**src/stx_pkg.sv**
```systemverilog
package stx_pkg;

	localparam int unsigned QUEUE_DEPTH = 2;
	localparam int unsigned NUM_STEPS = 8;

	// Output steps of one job, in line order
	typedef logic [2:0] step_t;
	localparam step_t STEP_START    = 3'd0;
	localparam step_t STEP_DATA_ESC = 3'd1;
	localparam step_t STEP_DATA     = 3'd2;
	localparam step_t STEP_LO_ESC   = 3'd3;
	localparam step_t STEP_LO       = 3'd4;
	localparam step_t STEP_HI_ESC   = 3'd5;
	localparam step_t STEP_HI       = 3'd6;
	localparam step_t STEP_END      = 3'd7;

	typedef logic [1:0] reg_idx_t;
	localparam reg_idx_t REG_START  = 2'd0;
	localparam reg_idx_t REG_END    = 2'd1;
	localparam reg_idx_t REG_ESCAPE = 2'd2;

	localparam logic [7:0] START_RESET  = 8'h02;
	localparam logic [7:0] END_RESET    = 8'h03;
	localparam logic [7:0] ESCAPE_RESET = 8'h10;

	typedef struct packed {
		logic [7:0] start_byte;
		logic [7:0] end_byte;
		logic [7:0] escape_byte;
	} cfg_t;

	typedef struct packed {
		logic [NUM_STEPS-1:0] steps;
		logic [7:0]           data;
		logic [15:0]          sum;
	} job_t;

	function automatic logic is_special(input logic [7:0] b, input cfg_t cfg);
		return (b == cfg.start_byte) || (b == cfg.end_byte) || (b == cfg.escape_byte);
	endfunction

endpackage

```
**src/stx_front.sv**
```systemverilog
module stx_front (
	input  logic          clk,
	input  logic          arst_n,
	input  stx_pkg::cfg_t cfg,
	input  logic          in_valid,
	output logic          in_stall,
	input  logic [7:0]    payload_byte,
	input  logic          frame_first,
	input  logic          frame_last,
	input  logic          q_full,
	output logic          push,
	output stx_pkg::job_t push_job
);
	import stx_pkg::*;

	logic [15:0] sum_q;
	logic        inside_q;
	logic        accept;
	logic [15:0] sum_base;
	logic [15:0] sum_new;

	assign in_stall = q_full;
	assign accept   = in_valid && !q_full;
	// drop bytes that arrive outside a frame
	assign push     = accept && (frame_first || inside_q);
	assign sum_base = frame_first ? 16'd0 : sum_q;
	assign sum_new  = sum_base + {8'd0, payload_byte};

	always_comb begin
		push_job.data  = payload_byte;
		push_job.sum   = sum_new;
		push_job.steps = '0;
		push_job.steps[STEP_START]    = frame_first;
		push_job.steps[STEP_DATA_ESC] = is_special(payload_byte, cfg);
		push_job.steps[STEP_DATA]     = 1'b1;
		push_job.steps[STEP_LO_ESC]   = frame_last && is_special(sum_new[7:0], cfg);
		push_job.steps[STEP_LO]       = frame_last;
		push_job.steps[STEP_HI_ESC]   = frame_last && is_special(sum_new[15:8], cfg);
		push_job.steps[STEP_HI]       = frame_last;
		push_job.steps[STEP_END]      = frame_last;
	end

	always_ff @(posedge clk or negedge arst_n) begin
		if (!arst_n) begin
			sum_q    <= '0;
			inside_q <= 1'b0;
		end else if (push) begin
			if (frame_last) begin
				sum_q    <= '0;
				inside_q <= 1'b0;
			end else begin
				sum_q    <= sum_new;
				inside_q <= 1'b1;
			end
		end
	end

endmodule

```
**src/stx_queue.sv**
```systemverilog
module stx_queue #(
	parameter int unsigned Depth = stx_pkg::QUEUE_DEPTH
) (
	input  logic          clk,
	input  logic          arst_n,
	input  logic          push,
	input  stx_pkg::job_t push_job,
	output logic          full,
	input  logic          pop,
	output stx_pkg::job_t head_job,
	output logic          head_valid
);
	import stx_pkg::*;

	localparam int unsigned PtrW = (Depth > 1) ? $clog2(Depth) : 1;
	localparam int unsigned CntW = $clog2(Depth + 1);

	job_t            mem_q [Depth];
	logic [PtrW-1:0] wr_ptr_q;
	logic [PtrW-1:0] rd_ptr_q;
	logic [CntW-1:0] count_q;

	assign full       = (count_q == CntW'(Depth));
	assign head_valid = (count_q != '0);
	assign head_job   = mem_q[rd_ptr_q];

	function automatic logic [PtrW-1:0] next_ptr(input logic [PtrW-1:0] p);
		return (p == PtrW'(Depth - 1)) ? '0 : p + 1'b1;
	endfunction

	always_ff @(posedge clk or negedge arst_n) begin
		if (!arst_n) begin
			wr_ptr_q <= '0;
			rd_ptr_q <= '0;
			count_q  <= '0;
		end else begin
			if (push) wr_ptr_q <= next_ptr(wr_ptr_q);
			if (pop)  rd_ptr_q <= next_ptr(rd_ptr_q);
			if (push && !pop)      count_q <= count_q + 1'b1;
			else if (pop && !push) count_q <= count_q - 1'b1;
		end
	end

	always_ff @(posedge clk) begin
		if (push) mem_q[wr_ptr_q] <= push_job;
	end

endmodule

```
**src/stx_back.sv**
```systemverilog
module stx_back (
	input  logic          clk,
	input  logic          arst_n,
	input  stx_pkg::cfg_t cfg,
	input  logic          head_valid,
	input  stx_pkg::job_t head_job,
	output logic          pop,
	output logic          out_valid,
	input  logic          out_stall,
	output logic [7:0]    line_byte,
	output logic          run_last,
	output logic          frame_complete
);
	import stx_pkg::*;

	job_t                 cur_q;
	logic [NUM_STEPS-1:0] rem_q;
	logic                 out_valid_q;
	logic [7:0]           line_byte_q;
	logic                 run_last_q;
	logic                 frame_complete_q;

	logic                 emit;
	logic [NUM_STEPS-1:0] low;
	logic [NUM_STEPS-1:0] rem_after;
	step_t                step;
	logic [7:0]           sel_byte;

	assign emit      = (rem_q != '0) && (!out_valid_q || !out_stall);
	assign low       = rem_q & (~rem_q + 1'b1);
	assign rem_after = emit ? (rem_q & ~low) : rem_q;
	// fetch the next job as soon as the current one has nothing left
	assign pop       = (rem_after == '0) && head_valid;

	always_comb begin
		step = STEP_START;
		for (int i = 0; i < NUM_STEPS; i++) begin
			if (low[i]) step = step_t'(i);
		end
	end

	always_comb begin
		unique case (step)
			STEP_START:    sel_byte = cfg.start_byte;
			STEP_DATA_ESC: sel_byte = cfg.escape_byte;
			STEP_DATA:     sel_byte = cur_q.data;
			STEP_LO_ESC:   sel_byte = cfg.escape_byte;
			STEP_LO:       sel_byte = cur_q.sum[7:0];
			STEP_HI_ESC:   sel_byte = cfg.escape_byte;
			STEP_HI:       sel_byte = cur_q.sum[15:8];
			STEP_END:      sel_byte = cfg.end_byte;
			default:       sel_byte = cfg.end_byte;
		endcase
	end

	always_ff @(posedge clk or negedge arst_n) begin
		if (!arst_n) begin
			rem_q       <= '0;
			out_valid_q <= 1'b0;
		end else begin
			rem_q <= pop ? head_job.steps : rem_after;
			if (emit)            out_valid_q <= 1'b1;
			else if (!out_stall) out_valid_q <= 1'b0;
		end
	end

	always_ff @(posedge clk) begin
		if (pop) cur_q <= head_job;
		if (emit) begin
			line_byte_q      <= sel_byte;
			run_last_q       <= (rem_after == '0);
			frame_complete_q <= (step == STEP_END);
		end
	end

	assign out_valid      = out_valid_q;
	assign line_byte      = line_byte_q;
	assign run_last       = run_last_q;
	assign frame_complete = frame_complete_q;

endmodule

```
**src/stx_etx_escaped_frame_builder_unit.sv**
```systemverilog
// Byte-stuffing frame builder: each payload byte accepted on the input channel yields its
// line bytes on the output channel, one transfer per cycle while out_stall is low. A frame's
// first byte is preceded by the start byte, any byte equal to start, end or escape is preceded
// by the escape byte, and the last byte is followed by the 16-bit running sum (low then high,
// each escaped if it equals start, end or escape) and the end byte. An item therefore produces
// 1 to 8 output transfers; the one-byte-per-cycle output register, when not stalled, sets the rate, while input
// bytes are taken every cycle until the job queue between front and back end is full. Bytes
// arriving with no frame open are dropped without output. run_last marks the final transfer
// of each input byte. Configuration writes take effect on the next cycle and must only be
// made while no output is pending.
module stx_etx_escaped_frame_builder_unit #(
	parameter int unsigned QueueDepth = stx_pkg::QUEUE_DEPTH
) (
	input  logic       clk,
	input  logic       arst_n,
	input  logic       cfg_we,
	input  logic [1:0] cfg_index,
	input  logic [7:0] cfg_wdata,
	input  logic       in_valid,
	output logic       in_stall,
	input  logic [7:0] payload_byte,
	input  logic       frame_first,
	input  logic       frame_last,
	output logic       out_valid,
	input  logic       out_stall,
	output logic [7:0] line_byte,
	output logic       run_last,
	output logic       frame_complete
);
	import stx_pkg::*;

	cfg_t cfg_q;
	logic push;
	job_t push_job;
	logic q_full;
	logic pop;
	job_t head_job;
	logic head_valid;

	always_ff @(posedge clk or negedge arst_n) begin
		if (!arst_n) begin
			cfg_q.start_byte  <= START_RESET;
			cfg_q.end_byte    <= END_RESET;
			cfg_q.escape_byte <= ESCAPE_RESET;
		end else if (cfg_we) begin
			unique case (cfg_index)
				REG_START:  cfg_q.start_byte  <= cfg_wdata;
				REG_END:    cfg_q.end_byte    <= cfg_wdata;
				REG_ESCAPE: cfg_q.escape_byte <= cfg_wdata;
				default: ;
			endcase
		end
	end

	stx_front u_front (
		.clk          (clk),
		.arst_n       (arst_n),
		.cfg          (cfg_q),
		.in_valid     (in_valid),
		.in_stall     (in_stall),
		.payload_byte (payload_byte),
		.frame_first  (frame_first),
		.frame_last   (frame_last),
		.q_full       (q_full),
		.push         (push),
		.push_job     (push_job)
	);

	stx_queue #(
		.Depth (QueueDepth)
	) u_queue (
		.clk        (clk),
		.arst_n     (arst_n),
		.push       (push),
		.push_job   (push_job),
		.full       (q_full),
		.pop        (pop),
		.head_job   (head_job),
		.head_valid (head_valid)
	);

	stx_back u_back (
		.clk            (clk),
		.arst_n         (arst_n),
		.cfg            (cfg_q),
		.head_valid     (head_valid),
		.head_job       (head_job),
		.pop            (pop),
		.out_valid      (out_valid),
		.out_stall      (out_stall),
		.line_byte      (line_byte),
		.run_last       (run_last),
		.frame_complete (frame_complete)
	);

endmodule
```
**config.mk**
```make
export PLATFORM = sky130hd
export DESIGN_NAME = stx_etx_escaped_frame_builder_unit
export DESIGN_NICKNAME = d
export VERILOG_FILES = /design/src/stx_pkg.sv /design/src/stx_front.sv /design/src/stx_queue.sv /design/src/stx_back.sv /design/src/stx_etx_escaped_frame_builder_unit.sv
export SDC_FILE = /design/constraint.sdc
export NUM_CORES = 1
export LEC_CHECK = 0
export BUFFER_PORTS_ARGS = -buffer_cell sky130_fd_sc_hd__buf_4
export CAP_MARGIN = 5
export CORE_ASPECT_RATIO = 1.5
export CORE_MARGIN = 10
export CORE_UTILIZATION = 30
export DETAILED_ROUTE_END_ITERATION = 12
export HOLD_SLACK_MARGIN = 0.12
export PLACE_DENSITY_LB_ADDON = 0.25
export RECOVER_POWER = 25
export SLEW_MARGIN = 40
export SYNTH_ARGS = -nofsm -noshare
export SYNTH_HDL_FRONTEND = slang
export SYNTH_HIERARCHICAL = 1
export SYNTH_SLANG_ARGS = --single-unit
```
**constraint.sdc**
```tcl
create_clock -name clk -period 6.05 [get_ports clk]
set_clock_uncertainty 0.2 [all_clocks]
set_input_delay 0.605 -clock clk [delete_from_list [all_inputs] [get_ports clk]]
set_output_delay 0.605 -clock clk [all_outputs]
set_load 0.02 [all_outputs]
```
==> metrics <==
CTS H-Tree Depth=4; unrepaired setup endpoints after global routing=no; post-cts hold buffer count=1; Post-synth top cells=sky130_fd_sc_hd__edfxtp_1 (98), sky130_fd_sc_hd__dfrtp_1 (50), sky130_fd_sc_hd__xnor2_1 (44), sky130_fd_sc_hd__nand2_1 (36), sky130_fd_sc_hd__xor2_1 (35); fraction of post-synthesis cell area in the top cell type by area=between 30% and 40%; pin slew with the least headroom to its limit=1.30 ns; Synth area leader=sky130_fd_sc_hd__edfxtp_1; number of antenna violations at the first check in global routing=0; post-synthesis area per instance=12.2 µm²; ordered cell list for the critical path=clkbuf_1 -> nor2b_1 -> ha_1 -> fa_1 -> a211o_1 -> a211oi_4 -> o31ai_1 -> a21oi_1 -> xnor2_1 -> nand3_1 -> or4_1 -> o211ai_2; f_max=217 MHz; Die X=156 µm; nature of the critical path endpoint=flop; wire length of the first global-routing pass=34,900 µm; standard cell area after detailed placement=8850 µm²; endpoint of the worst hold-timing path=cfg_q[19]$_DFFE_PN0P_; slowest library cell on the worst path=sky130_fd_sc_hd__clkbuf_1; layout cells sized above 1=19.7%; Area Growth Syn to Fin=12.0%; final standard cell utilization of the core=34.2%; via count of the first global-routing pass=5,571; instance count along the most critical hold path=2; register bit total from synthesis=152; time the final worst path needs with I/O delays and setup=4.62 ns; Post-Syn Area=approximately 8300 µm²; Synth cell types=76; Total Routed Length=22,900 µm; Synth area leaders=sky130_fd_sc_hd__edfxtp_1 (35%), sky130_fd_sc_hd__dfrtp_1 (15%), sky130_fd_sc_hd__mux2_4 (5.2%); half-perimeter wire length after detailed placement=16,400 µm; count of port buffers added during placement=36; required arrival time at the worst endpoint=6.11 ns; number of sinks handled by clock tree synthesis=152; arrival time worst endpoint=4.68 ns; Clock Latency Late Sink=0.43 ns; flip-flop cell with the highest count after synthesis=sky130_fd_sc_hd__edfxtp_1; area of all sequential standard cells=4300 µm²; Met2 Wirelength=12,000 µm; headroom to the max-slew limit=13.2%; CP Max Fanout=29; Critical R2R Launch=u_front/sum_q[0]$_DFFE_PN0P_; post-DR wirelength/cell=roughly 22 µm; number of vias in the routed layout=5,425; Max Transition Viols Final=0; setup-violating endpoint count in the final report=0; register clock-pin slew on the reported worst setup and hold paths=0.06 ns; net count of the mapped netlist=between 700 and 800; Post-route DRC=0; average via count per standard cell=5.16; FP Rows=74; result of the run=complete, no violations; die height=224 µm; wire length the detailed router placed on met1=9170 µm; clock root cell=sky130_fd_sc_hd__clkbuf_16; Worst R2R Path Depth=11; full die area=35,000 µm²; standby leakage power=3.41 nW; cells resized by post-CTS repair=0; kind of start point of the critical path=input pin; cell area after layout=about 9400 µm²; number of nets in the final layout=around 730; number of buffer and inverter instances along the worst setup path=1; GR Overflow Total=0; VDD IR-drop max=0.209 mV; Synth Warn #=6; portion of the post-synthesis area used by sequential elements=51.5%; multi-input gate area in the final layout=3720 µm²; overall track demand over capacity in global routing=between 10% and 20%; Syn Inst Count=682; ant diodes=0; DRC marker count from the first detailed-route iteration=275; kind of cell adding the most delay to the critical path=compound AO/OA/AOI/OAI gates; count of max-cap constraint violations=0; Post-synth EDFFs=~100; number of search-and-repair iterations in the first detailed-routing pass=4; setup total negative slack=0 ns; fraction of the cycle the final worst path needs=between 70% and 80%; Synth async-reset ratio=between 30% and 40%; count of final hold-check violations=0; Routed Antenna Nets=0; number of buffers inserted by post-CTS setup repair=0; reg-to-reg critical path endpoint=u_queue/mem_q[1][29]$_DFFE_PP_; CTS tree=built; classification of the worst setup path=input pin to flop; starting density of the core=30.6%; placeable core region=27,300 µm²; maximum number of pins on one net before global-route repair=55; number of buffers created by CTS=17; top layer used by detailed routing=met4; Hold Crit Class=input pin to flop; worst stage delay on the critical path=about 0.9 ns; power density over the cells=475 nW/µm²; IO Pins=37; Worst Min Path Start=cfg_wdata[3]; Longest Clk Path Bufs=2; number of fill cells in the layout=2,717; top-count cell post-synth=sky130_fd_sc_hd__edfxtp_1; Worst R2R Setup Slack=2.16 ns; routability congestion estimate from global placement=0.849; Routed met3 length=approximately 720 µm
## power by group
group          internal [mW]  switching [mW]  total [mW]
sequential              1.52           0.319        1.84
combinational          0.741           0.873        1.61
clock                  0.563           0.423       0.986
## logic make-up (layout without fill, tap and decap cells)
kind of cell,count (synthesis),count (layout),share of synthesized area (%)
AO/OA/AOI/OAI,123,123,11.0
AND/OR/NAND/NOR,199,199,13.5
multiplexers,58,58,9.11
other,1,1,0.0449
flip-flops,152,152,51.5
buffers and inverters,56,84,4.17
adder cells (fa/ha/maj),11,11,1.71
XOR/XNOR,82,82,9.02
## layout by cell type, fill, tap and decap left out, drive strengths merged, types with 28 or more instances in the layout
cell type / count
o21ai: 31
nand2: 36
xnor2: 45
nor3: 28
mux2: 57
xor2: 35
clkbuf: 31
buf: 32
dfrtp: 50
edfxtp: 98
## worst max path at each step
| stage | from | endpoint | slack [ns] | cells past startpoint |
|---|---|---|---|---|
| 2_1_floorplan | frame_first | u_queue/mem_q[0][29]$_DFFE_PP_ | 1.74 | 15 |
| 3_3_place_gp | frame_first | u_queue/mem_q[0][29]$_DFFE_PP_ | 1.80 | 12 |
| 3_5_place_dp | frame_first | u_queue/mem_q[0][29]$_DFFE_PP_ | 1.76 | 12 |
| 4_1_cts | frame_first | u_queue/mem_q[1][29]$_DFFE_PP_ | 2.18 | 12 |
| 5_1_grt | frame_first | u_queue/mem_q[1][29]$_DFFE_PP_ | 1.11 | 11 |
| 6_report | frame_first | u_queue/mem_q[1][29]$_DFFE_PP_ | 1.43 | 12 |
## flip-flops by register name, summed over array words and instances (netlist names)
register	cells
u_queue/mem_q	64
cfg_q	24
u_back/cur_q	24
u_front/sum_q	16
u_back/line_byte	8
u_back/rem_q	8
u_queue/count_q	2
u_back/frame_complete	1
u_back/out_valid	1
u_back/run_last	1
u_front/inside_q	1
u_queue/rd_ptr_q	1
u_queue/wr_ptr_q	1
## worst reg2reg max path, delay by kind of cell, from the launching register on
kind            cells  cell delay [ns]
fa+ha+maj           2             0.68
compound gates      5             1.62
simple gates        3             0.65
flops               1             0.37
xor+xnor            1             0.19
## area by class of cell
| class | count | area share (%) |
|---|---|---|
| tap | 342 | 4.58 |
| sequential | 152 | 46.0 |
| inverter | 8 | 0.321 |
| clock inverter | 12 | 1.10 |
| timing repair buffer | 44 | 3.56 |
| clock buffer | 20 | 4.67 |
| multi-input combinational | 474 | 39.8 |
## through the flow
stage	setup slack (ns)	hold slack (ns)	cells	power, mW
floorplan	1.74	0.109	682	2.99
global placement	1.80	0.258	1016	3.45
detailed placement	1.76	0.266	1019	3.49
CTS	2.18	0.202	1052	4.50
global route	1.11	0.213	1052	4.70
finish	1.43	0.226	1052	4.44
## layer usage
| metal | vias to the layer above | track usage (%) |
|---|---|---|
| li1 | 2570 | - |
| met1 | 2691 | 14.7 |
| met2 | 117 | 23.9 |
| met3 | 47 | 2.33 |
| met4 | 0 | 7.11 |
| met5 | - | 0 |
Note: power is estimated with default switching activity, not from simulation.
